==> src/rtl/core/pbs_pkg.sv <==
// Package for the HSV value adjust block: widths, Q16 constants, pipeline latency.
// No dependencies.
package pbs_pkg;

    localparam int FRAC     = 16;
    localparam int DIV_QW   = FRAC + 3;
    localparam int PIPE_LAT = DIV_QW + 5;

    localparam logic [FRAC:0] Q16_ONE = {1'b1, {FRAC{1'b0}}};
    localparam logic [7:0]    ALPHA_OPAQUE = 8'hFF;

    localparam logic [2:0] SEC_0 = 3'd0;
    localparam logic [2:0] SEC_1 = 3'd1;
    localparam logic [2:0] SEC_2 = 3'd2;
    localparam logic [2:0] SEC_3 = 3'd3;
    localparam logic [2:0] SEC_4 = 3'd4;

    typedef struct packed {
        logic       gray;
        logic [7:0] lvl;
        logic [7:0] alpha;
    } side_t;

endpackage

==> src/rtl/core/pbs_div.sv <==
// Pipelined restoring divider, one quotient bit per stage, 8-bit divisor.
// Depends on pbs_pkg.
module pbs_div
    import pbs_pkg::*;
(
    input  logic              clk,
    input  logic [7:0]        rem_in,
    input  logic [DIV_QW-1:0] num_in,
    input  logic [7:0]        den_in,
    output logic [DIV_QW-1:0] quot
);

    logic [7:0]        rem_reg  [DIV_QW];
    logic [DIV_QW-1:0] num_reg  [DIV_QW];
    logic [7:0]        den_reg  [DIV_QW];
    logic [DIV_QW-1:0] quot_reg [DIV_QW];

    logic [7:0]        rem_s  [DIV_QW];
    logic [DIV_QW-1:0] num_s  [DIV_QW];
    logic [7:0]        den_s  [DIV_QW];
    logic [DIV_QW-1:0] quot_s [DIV_QW];
    logic [8:0]        trial  [DIV_QW];
    logic              ge     [DIV_QW];

    always_comb
    begin
        for (int i = 0; i < DIV_QW; i++)
        begin
            if (i == 0)
            begin
                rem_s[i]  = rem_in;
                num_s[i]  = num_in;
                den_s[i]  = den_in;
                quot_s[i] = '0;
            end
            else
            begin
                rem_s[i]  = rem_reg[i-1];
                num_s[i]  = num_reg[i-1];
                den_s[i]  = den_reg[i-1];
                quot_s[i] = quot_reg[i-1];
            end
            trial[i] = {rem_s[i], num_s[i][DIV_QW-1]};
            ge[i]    = trial[i] >= {1'b0, den_s[i]};
        end
    end

    always_ff @(posedge clk)
    begin
        for (int i = 0; i < DIV_QW; i++)
        begin
            if (ge[i])
                rem_reg[i] <= 8'(trial[i] - {1'b0, den_s[i]});
            else
                rem_reg[i] <= trial[i][7:0];
            num_reg[i]  <= {num_s[i][DIV_QW-2:0], 1'b0};
            den_reg[i]  <= den_s[i];
            quot_reg[i] <= {quot_s[i][DIV_QW-2:0], ge[i]};
        end
    end

    assign quot = quot_reg[DIV_QW-1];

endmodule

==> src/rtl/core/pixel_brightness_set_hsv.sv <==
// HSV value adjust of one ARGB pixel per clock, fixed point Q16 hue and saturation.
// Depends on pbs_pkg and pbs_div.
//
//  channel   | signals                                   | handshake
//  ----------+-------------------------------------------+--------------------------
//  command   | pixel_in, level, relative, keep_alpha     | start high, busy low
//  result    | pixel_out                                 | done strobe, one cycle
//
// One pixel per clock; from accept to done it passes two front stages, 19
// divider stages and three back stages. busy is always low: the pipeline never
// stalls, as the receiver takes every result. Reset clears the valid bits only.
module pixel_brightness_set_hsv
    import pbs_pkg::*;
(
    input  logic              clk,
    input  logic              rst_n,
    input  logic              start,
    output logic              busy,
    input  logic [31:0]       pixel_in,
    input  logic signed [8:0] level,
    input  logic              relative,
    input  logic              keep_alpha,
    output logic              done,
    output logic [31:0]       pixel_out
);

    logic [7:0] r_in, g_in, b_in, mx_in, mn_in, lvl_in;
    logic signed [10:0] sum_in, tgt_in;

    logic       vld_a_reg;
    logic [7:0] r_a_reg, g_a_reg, b_a_reg, mx_a_reg, d_a_reg, lvl_a_reg, alpha_a_reg;

    logic signed [11:0] h_s;
    logic signed [11:0] d_x;
    logic        vld_b_reg;
    side_t       side_b_reg;
    logic [10:0] h_b_reg;
    logic [7:0]  d_b_reg, mx_b_reg;

    logic [DIV_QW-1:0] vld_s_reg;
    side_t side_reg [DIV_QW];
    logic [DIV_QW-1:0] hue_q, sat_q;

    logic [FRAC-1:0] fr_c;
    logic [FRAC:0]   s_c, inv_fr;
    logic [32:0]     prod_q;
    logic [33:0]     prod_t;

    logic        vld_c_reg;
    side_t       side_c_reg;
    logic [2:0]  sec_c_reg;
    logic [FRAC:0] s_c_reg, sf_c_reg, sif_c_reg;

    logic [FRAC:0] p_d, q_d, t_d;
    logic [FRAC:0] fr_next, fg_next, fb_next;
    logic        vld_d_reg;
    side_t       side_d_reg;
    logic [FRAC:0] fr_d_reg, fg_d_reg, fb_d_reg;

    logic [24:0] pr_e, pg_e, pb_e;
    logic        done_reg;
    logic [31:0] pixel_out_reg;

    assign busy = 1'b0;

    // stage A: max, min, target level
    always_comb
    begin
        r_in  = pixel_in[23:16];
        g_in  = pixel_in[15:8];
        b_in  = pixel_in[7:0];
        mx_in = (r_in > g_in) ? ((r_in > b_in) ? r_in : b_in) : ((g_in > b_in) ? g_in : b_in);
        mn_in = (r_in < g_in) ? ((r_in < b_in) ? r_in : b_in) : ((g_in < b_in) ? g_in : b_in);
        sum_in = $signed({3'b000, mx_in}) + 11'(level);
        tgt_in = relative ? sum_in : 11'(level);
        if (tgt_in < 0)
            lvl_in = 8'd0;
        else if (tgt_in > 11'sd255)
            lvl_in = 8'd255;
        else
            lvl_in = tgt_in[7:0];
    end

    always_ff @(posedge clk or negedge rst_n)
    begin
        if (!rst_n)
            vld_a_reg <= 1'b0;
        else
            vld_a_reg <= start;
    end

    always_ff @(posedge clk)
    begin
        r_a_reg     <= r_in;
        g_a_reg     <= g_in;
        b_a_reg     <= b_in;
        mx_a_reg    <= mx_in;
        d_a_reg     <= mx_in - mn_in;
        lvl_a_reg   <= lvl_in;
        alpha_a_reg <= keep_alpha ? pixel_in[31:24] : ALPHA_OPAQUE;
    end

    // stage B: hue numerator in sixths
    always_comb
    begin
        d_x = $signed({4'b0000, d_a_reg});
        priority if (r_a_reg >= mx_a_reg)
            h_s = $signed({4'b0000, g_a_reg}) - $signed({4'b0000, b_a_reg});
        else if (g_a_reg >= mx_a_reg)
            h_s = 12'(2 * d_x) + $signed({4'b0000, b_a_reg}) - $signed({4'b0000, r_a_reg});
        else
            h_s = 12'(4 * d_x) + $signed({4'b0000, r_a_reg}) - $signed({4'b0000, g_a_reg});
        if (h_s < 0)
            h_s = h_s + 12'(6 * d_x);
    end

    always_ff @(posedge clk or negedge rst_n)
    begin
        if (!rst_n)
            vld_b_reg <= 1'b0;
        else
            vld_b_reg <= vld_a_reg;
    end

    always_ff @(posedge clk)
    begin
        side_b_reg.gray  <= (d_a_reg == 8'd0);
        side_b_reg.lvl   <= lvl_a_reg;
        side_b_reg.alpha <= alpha_a_reg;
        h_b_reg  <= h_s[10:0];
        d_b_reg  <= d_a_reg;
        mx_b_reg <= mx_a_reg;
    end

    // dividers: hue = h * 2^16 / d, saturation = d * 2^16 / max
    pbs_div u_hue_div (
        .clk    (clk),
        .rem_in (h_b_reg[10:3]),
        .num_in ({h_b_reg[2:0], {FRAC{1'b0}}}),
        .den_in (d_b_reg),
        .quot   (hue_q)
    );

    pbs_div u_sat_div (
        .clk    (clk),
        .rem_in ({3'b000, d_b_reg[7:3]}),
        .num_in ({d_b_reg[2:0], {FRAC{1'b0}}}),
        .den_in (mx_b_reg),
        .quot   (sat_q)
    );

    always_ff @(posedge clk or negedge rst_n)
    begin
        if (!rst_n)
            vld_s_reg <= '0;
        else
            vld_s_reg <= {vld_s_reg[DIV_QW-2:0], vld_b_reg};
    end

    always_ff @(posedge clk)
    begin
        side_reg[0] <= side_b_reg;
        for (int i = 1; i < DIV_QW; i++)
            side_reg[i] <= side_reg[i-1];
    end

    // stage C: S*f and S*(1-f)
    always_comb
    begin
        fr_c   = hue_q[FRAC-1:0];
        s_c    = sat_q[FRAC:0];
        inv_fr = Q16_ONE - {1'b0, fr_c};
        prod_q = s_c * fr_c;
        prod_t = s_c * inv_fr;
    end

    always_ff @(posedge clk or negedge rst_n)
    begin
        if (!rst_n)
            vld_c_reg <= 1'b0;
        else
            vld_c_reg <= vld_s_reg[DIV_QW-1];
    end

    always_ff @(posedge clk)
    begin
        side_c_reg <= side_reg[DIV_QW-1];
        sec_c_reg  <= hue_q[DIV_QW-1:FRAC];
        s_c_reg    <= s_c;
        sf_c_reg   <= prod_q[32:FRAC];
        sif_c_reg  <= prod_t[32:FRAC];
    end

    // stage D: p, q, t and sector select
    always_comb
    begin
        p_d = Q16_ONE - s_c_reg;
        q_d = Q16_ONE - sf_c_reg;
        t_d = Q16_ONE - sif_c_reg;
        unique case (sec_c_reg)
            SEC_0:
            begin
                fr_next = Q16_ONE; fg_next = t_d; fb_next = p_d;
            end
            SEC_1:
            begin
                fr_next = q_d; fg_next = Q16_ONE; fb_next = p_d;
            end
            SEC_2:
            begin
                fr_next = p_d; fg_next = Q16_ONE; fb_next = t_d;
            end
            SEC_3:
            begin
                fr_next = p_d; fg_next = q_d; fb_next = Q16_ONE;
            end
            SEC_4:
            begin
                fr_next = t_d; fg_next = p_d; fb_next = Q16_ONE;
            end
            default:
            begin
                fr_next = Q16_ONE; fg_next = p_d; fb_next = q_d;
            end
        endcase
    end

    always_ff @(posedge clk or negedge rst_n)
    begin
        if (!rst_n)
            vld_d_reg <= 1'b0;
        else
            vld_d_reg <= vld_c_reg;
    end

    always_ff @(posedge clk)
    begin
        side_d_reg <= side_c_reg;
        fr_d_reg   <= fr_next;
        fg_d_reg   <= fg_next;
        fb_d_reg   <= fb_next;
    end

    // stage E: scale by level, truncate to 8 bits
    always_comb
    begin
        pr_e = side_d_reg.lvl * fr_d_reg;
        pg_e = side_d_reg.lvl * fg_d_reg;
        pb_e = side_d_reg.lvl * fb_d_reg;
    end

    always_ff @(posedge clk or negedge rst_n)
    begin
        if (!rst_n)
            done_reg <= 1'b0;
        else
            done_reg <= vld_d_reg;
    end

    always_ff @(posedge clk)
    begin
        if (side_d_reg.gray)
            pixel_out_reg <= {side_d_reg.alpha, side_d_reg.lvl, side_d_reg.lvl, side_d_reg.lvl};
        else
            pixel_out_reg <= {side_d_reg.alpha, pr_e[23:16], pg_e[23:16], pb_e[23:16]};
    end

    assign done      = done_reg;
    assign pixel_out = pixel_out_reg;

endmodule

==> config.mk <==
export PLATFORM = sky130hd
export DESIGN_NAME = pixel_brightness_set_hsv
export DESIGN_NICKNAME = d
export VERILOG_FILES = /design/src/rtl/core/pbs_pkg.sv /design/src/rtl/core/pbs_div.sv /design/src/rtl/core/pixel_brightness_set_hsv.sv
export SDC_FILE = /design/constraint.sdc
export NUM_CORES = 2
export LEC_CHECK = 0
export BUFFER_PORTS_ARGS = -buffer_cell sky130_fd_sc_hd__buf_2
export CAP_MARGIN = 25
export CORE_ASPECT_RATIO = 0.5
export CORE_UTILIZATION = 64
export DETAILED_ROUTE_END_ITERATION = 7
export PLACE_DENSITY = 0.88
export REMOVE_ABC_BUFFERS = 1
export SKIP_LAST_GASP = 1
export SLEW_MARGIN = 20
export SYNTH_ARGS = -nofsm -noshare
export SYNTH_HDL_FRONTEND = slang
export SYNTH_SLANG_ARGS = --single-unit
==> constraint.sdc <==
create_clock -name clk -period 9.9 [get_ports clk]
set_input_delay 0.495 -clock clk [delete_from_list [all_inputs] [get_ports clk]]
set_output_delay 0.495 -clock clk [all_outputs]
set_load 0.01 [all_outputs]
Word-level counts from Yosys, hierarchy flattened
Memory sizes are Yosys's and may differ from the RTL's. A register that Yosys moved wholly into a read port is not among the register bits.
Index checks and enable logic that the tools add are counted.
{ "totals": {"regBits": 278, "ramBits": 2337, "input_bits": 46, "out_inout_bits": 34, "wordCells": 359, "mem_count": 9} }
{ "mem_list": {"columns": ["memory", "words", "width", "rd", "rd_ports_with_merged_regs", "write_ports", "line", "source"], "rows": [
  ["u_hue_div.quot_reg", 19, 19, 19, 0, 19, "pbs_div.sv:16", "logic [DIV_QW-1:0] quot_reg [DIV_QW];"],
  ["u_sat_div.quot_reg", 19, 19, 19, 0, 19, "pbs_div.sv:16", null],
  ["u_hue_div.num_reg", 19, 18, 18, 0, 19, "pbs_div.sv:14", "logic [DIV_QW-1:0] num_reg [DIV_QW];"],
  ["u_sat_div.num_reg", 19, 18, 18, 0, 19, "pbs_div.sv:14", null],
  ["side_reg", 19, 17, 19, 1, 19, "pixel_brightness_set_hsv.sv:41", "side_t side_reg [DIV_QW];"],
  ["u_hue_div.den_reg", 19, 8, 18, 0, 19, "pbs_div.sv:15", "logic [7:0] den_reg [DIV_QW];"],
  ["+3 memories", null, null, null, null, null, null, null]
]} }
{ "classes": {"addsub": 50, "mul": 6, "n_lt_le_gt_ge": 49, "n_eq_ne": 4, "mux": 167, "n_bitwise": 38, "n_reduce_logical": 6} }
{ "op_table": {"columns": ["operator", "count"], "rows": [
  ["$mux 8", 45],
  ["$ge 9x8->1", 37],
  ["$sub 8x8->8", 38],
  ["$pmux 17 s3", 3],
  ["$mux 1", 114],
  ["$mul 8x17->24", 3],
  ["$sub 17x17->17 const A", 3],
  ["$or 1x1->1", 38],
  ["$mul 17x16->33", 1],
  ["$mul 17x17->33", 1],
  ["$gt 8x8->1", 3],
  ["$lt 8x8->1", 3],
  ["$mux 12", 2],
  ["$mux 24", 1],
  ["$mux 11", 2],
  ["$sub 17x16->17 const A", 1],
  ["$ge 8x8->1", 2],
  ["$lt 12x1->1 const B", 1],
  ["$sub 11x8->12", 1],
  ["$add 10x8->11", 1],
  ["$add 11x11->11", 1],
  ["$gt 11x9->1 const B", 1],
  ["$lt 11x1->1 const B", 1],
  ["$sub 10x8->11", 1],
  ["12 further kinds", 16]
]} }

Logic depth before layout (Yosys ltp)
{ "depth": {"depth_word": 7, "ltp_mapped": 31, "ltp_nobuf": 28} }

By module
From an unflattened synthesis, not the netlist that was laid out.
{ "hier_totals": {"cells_unflattened": 8500, "hier_area_um2": 90261.6} }
{ "modules_own_cells": {"columns": ["module", "instances", "cells_per_inst", "area_per_inst_um2", "seq_area_each_um2"], "rows": [
  ["pixel_brightness_set_hsv", 1, 4780, 46910.0, 12492.0],
  ["pbs_div", 2, 1860, 21675.8, 12992.5]
]} }

Worst setup path after synthesis
No wires, ideal clock.
{ "synth_timing": {"path_type": "register -> register", "start": "mem u_hue_div.quot_reg[18][1] (netlist bit)", "end": "reg sif_c_reg[16]", "setup_ps": 120, "t_arrival_ps": 6941, "required_time_ps": 9780, "slack_ps": 2839, "stages_incl_launch_ff": 31, "path_buffers": 3, "period_less_slack_ps": 7061, "cell_sequence": "dfxtp_1 -> clkbuf_1 -> clkbuf_1 -> inv_1 -> ha_1 -> nand2_1 -> nor3_1 -> xnor2_1 -> clkbuf_1 -> nand2_1 -> fa_1 -> inv_1 -> fa_1 -> inv_1 -> fa_1 -> inv_1 -> fa_1 -> fa_1 -> inv_1 -> fa_1 -> inv_1 -> ha_1 -> a41oi_1 -> o211ai_1 -> o2111a_1 -> o21ai_1 -> o211a_1 -> nor3_1 -> o32a_1 -> a21oi_1 -> xnor2_1"} }
{ "synth_rtl": {"columns": ["item", "line", "source"], "rows": [
  ["from (decl)", "pbs_div.sv:16", null],
  ["to (signal assigned)", "pixel_brightness_set_hsv.sv:191", "sif_c_reg <= prod_t[32:FRAC];"],
  ["to (decl)", "pixel_brightness_set_hsv.sv:52", "logic [FRAC:0] s_c_reg, sf_c_reg, sif_c_reg;"]
]} }

==> flow_metrics.py <==
metrics = {
    "final_layout": {
        "largest_reg_flops": 323,
        "fillers": 8110,
        "final_area_sq_mm": 0.08768,
        "area_delta_synth_final_pct": 8.600,
        "drive_gt1_share_pct": 5.624,
        "layout.cells.non_filler": 9926,
        "nets": 9678,
    },
    "synthesis": {
        "syn_area_sq_mm": 0.08074,
        "synthTopCellsByArea": "dfxtp_1 38%, fa_1 19%, ha_1 11%, inv_1 6.1%, nand2_1 3.7%",
        "synth_largest_area_cell": "dfxtp_1",
        "synth.distinct_cells": 80,
        "synth_top_cell_area_share_pct": 37.59,
        "ys.flop_type": "dfxtp_1",
        "synth-edff-count": 0,
        "async_flop_share_pct": 1.558,
        "ys_top_cells_by_count": "1,516 x dfxtp_1, 1,317 x inv_1, 793 x nand2_1",
        "syn_inst": 8055,
        "syn_area_per_cell_sq_um": 10.02,
        "synth.most_common_cell": "dfxtp_1",
        "synth_warnings": 0,
        "synth_seq_cells": 1540,
        "ys_seq_area_share_pct": 38.33,
    },
    "floorplanning": {
        "die_w_microns": 504.3,
        "io_pins": 80,
        "dieArea_sq_mm": 0.1277,
        "rows": 91,
        "floorplan.initialDensity_pct": 64.99,
        "core_area_sq_mm": 0.1242,
        "die_h_microns": 253.2,
    },
    "critical_path": {
        "rr_startpoint": "u_hue_div.quot_reg[18][5]",
        "r2r_end": "sif_c_reg[16]",
        "end_kind": "register",
        "cp.depth": 25,
        "max_stage_delay_ns": 0.60,
        "critPathLaunch": "u_hue_div.quot_reg[18][5]",
        "worstPathRequired_ns": 10.52,
        "crit_path_end": "sif_c_reg[16]",
        "slowest_stage": "xor2_2",
        "r2r_slack_ns": 2.17,
        "crit_type": "register to register",
        "worst-path-max-fanout": 19,
        "worstPathArrival_ns": 8.35,
        "crit_top_cell": "fa_1",
        "worstRegToRegCells": 25,
        "crit_family": "adder cells",
        "crit_path_start_kind": "register",
        "path_buf_inv": 5,
    },
    "detailed_routing": {
        "drcViolationCount": 2,
        "wirelength_microns": 168400,
        "drt-wirelength-per-cell_microns": 16.97,
        "final_antenna_net_count": 0,
        "drtPass1Iterations": 8,
        "drtIter0Drc": 4041,
        "via_per_inst": 5.512,
        "routed-via-count": 54710,
    },
    "flow_run": {
        "maxCapViolations": 0,
    },
    "placement": {
        "dpl-instance-area_sq_mm": 0.08285,
        "place_ws_ns": 2.001,
        "place_congestion": 0.8911,
        "dp.cells": 9649,
        "port_buffers": 78,
        "dp_hpwl_microns": 116700,
    },
    "timing": {
        "fin_ws_ns": 2.170,
        "min_period_ns": 7.730,
        "max_slew_margin_pct": 33.37,
        "max_freq_ghz": 0.1294,
        "rsz0062_at_grt": "false",
        "final_hold_viol_count": 0,
        "skew_ns": 0.05980,
        "setup_viol": 0,
        "finalCritPeriodShare_pct": 78.08,
        "setup_tns_ns": 0,
        "drv_slew": 0,
        "worst_pin_slew_ns": 0.9995,
    },
    "clock_network": {
        "cts_tree": "yes",
        "post_cts_resized": 0,
        "cts.sinks": 1540,
        "cts_max_level": 3,
        "cts_max_path_buffers": 3,
        "root_buffer": "clkbuf_16",
        "cts_buffers": 117,
        "clk_transition_reported_paths_ns": 0.08,
        "cts_setup_buffers": 0,
        "clk_latency_ns": 0.75,
    },
    "global_route": {
        "grt_max_degree": 87,
        "antenna_found_initial": 0,
        "grt_overflow_total": 0,
        "gr-usage-all-layers_pct": 26.77,
        "grt_pass1_wl_microns": 279900,
        "grt_pass1_vias": 57990,
    },
    "run_status": {
        "status": "complete, but fails checks",
        "violations": "design-rule violations",
    },
    "min_path": {
        "min_path_type": "input pin to register",
    },
}
## cells by family after synthesis
family	Yosys count	share of synthesized area, %
mux	55	0.7439
buf+inv	1536	7.164
compound gates	1111	8.317
other cells	1	0.004645
fa+ha+maj	1482	29.92
xor+xnor	339	3.678
flops	1540	38.33
simple gates	1991	11.84
## worst min-delay path, stage by stage
cell and delay, ns:
buf_2 0.09, o21ai_0 0.08, a21oi_1 0.13
## worst min path at each step
stage	cells after the start	end	from	slack [ns]
after global routing	3	lvl_a_reg[7]	level[7]	0.07
after CTS	3	lvl_a_reg[7]	level[7]	0.05
after detailed placement	0	pixel_out[30]	side_d_reg[6]	0.31
final	3	lvl_a_reg[7]	level[7]	0.08
after global placement	0	u_sat_div.quot_reg[17][12]	u_sat_div.quot_reg[16][11]	0.31
after floorplan	0	done	rst_n	0.20
## cell type report
cell class / instances / area, sq um / share of cell area (%)
Multi-Input combinational cell: 4979 / 44090 / 50.28
Sequential cell: 1540 / 30960 / 35.31
Inverter: 1317 / 4943 / 5.638
Clock buffer: 167 / 3447 / 3.931
Tap cell: 1674 / 2095 / 2.389
Timing Repair Buffer: 195 / 1369 / 1.561
Clock inverter: 53 / 778.2 / 0.8876
Antenna cell: 1 / 2.502 / 0.002854
## cell usage in the layout, fill, tap and decap left out, types with 89 or more instances in the layout
master	synthesis	final
xnor2_1	249	249
fa_1	748	748
inv_1	1317	1317
nand2b_1	101	101
and2_1	388	388
a21o_1	90	90
o21ai_0	285	285
dfxtp_1	1516	1509
ha_1	734	734
nor2b_1	108	108
xor2_1	90	89
a21oi_1	371	371
nand2_1	793	793
clkbuf_16	0	118
nor2_1	351	351
## stage by stage
| step | utilization (%) | hold WS [ns] |
|---|---|---|
| finish | 70.58 | 0.08035 |
| global route | 70.58 | 0.07235 |
| CTS | 70.44 | 0.04621 |
| detailed placement | 66.70 | 0.3121 |
| global placement | 66.69 | 0.3095 |
| floorplan | - | 0.1994 |
## repair_timing
| action | CTS | global route |
|---|---|---|
| hold buffers | 42 | 0 |
| endpoints found under the hold margin | 57 | 0 |
| endpoints found under the setup margin | 0 | 0 |
## per-layer routing
metal,routed length (microns),GRT usage (%),vias to the layer above
met5,0,0,-
met1,66750,32.16,26400
li1,-,-,25550
met4,6662,11.00,0
met3,12860,5.260,557
met2,82120,47.18,2205
Power is left out: the tool's default activity adds up to more than one toggle a clock period on the data nets, which glitch-free logic cannot reach.
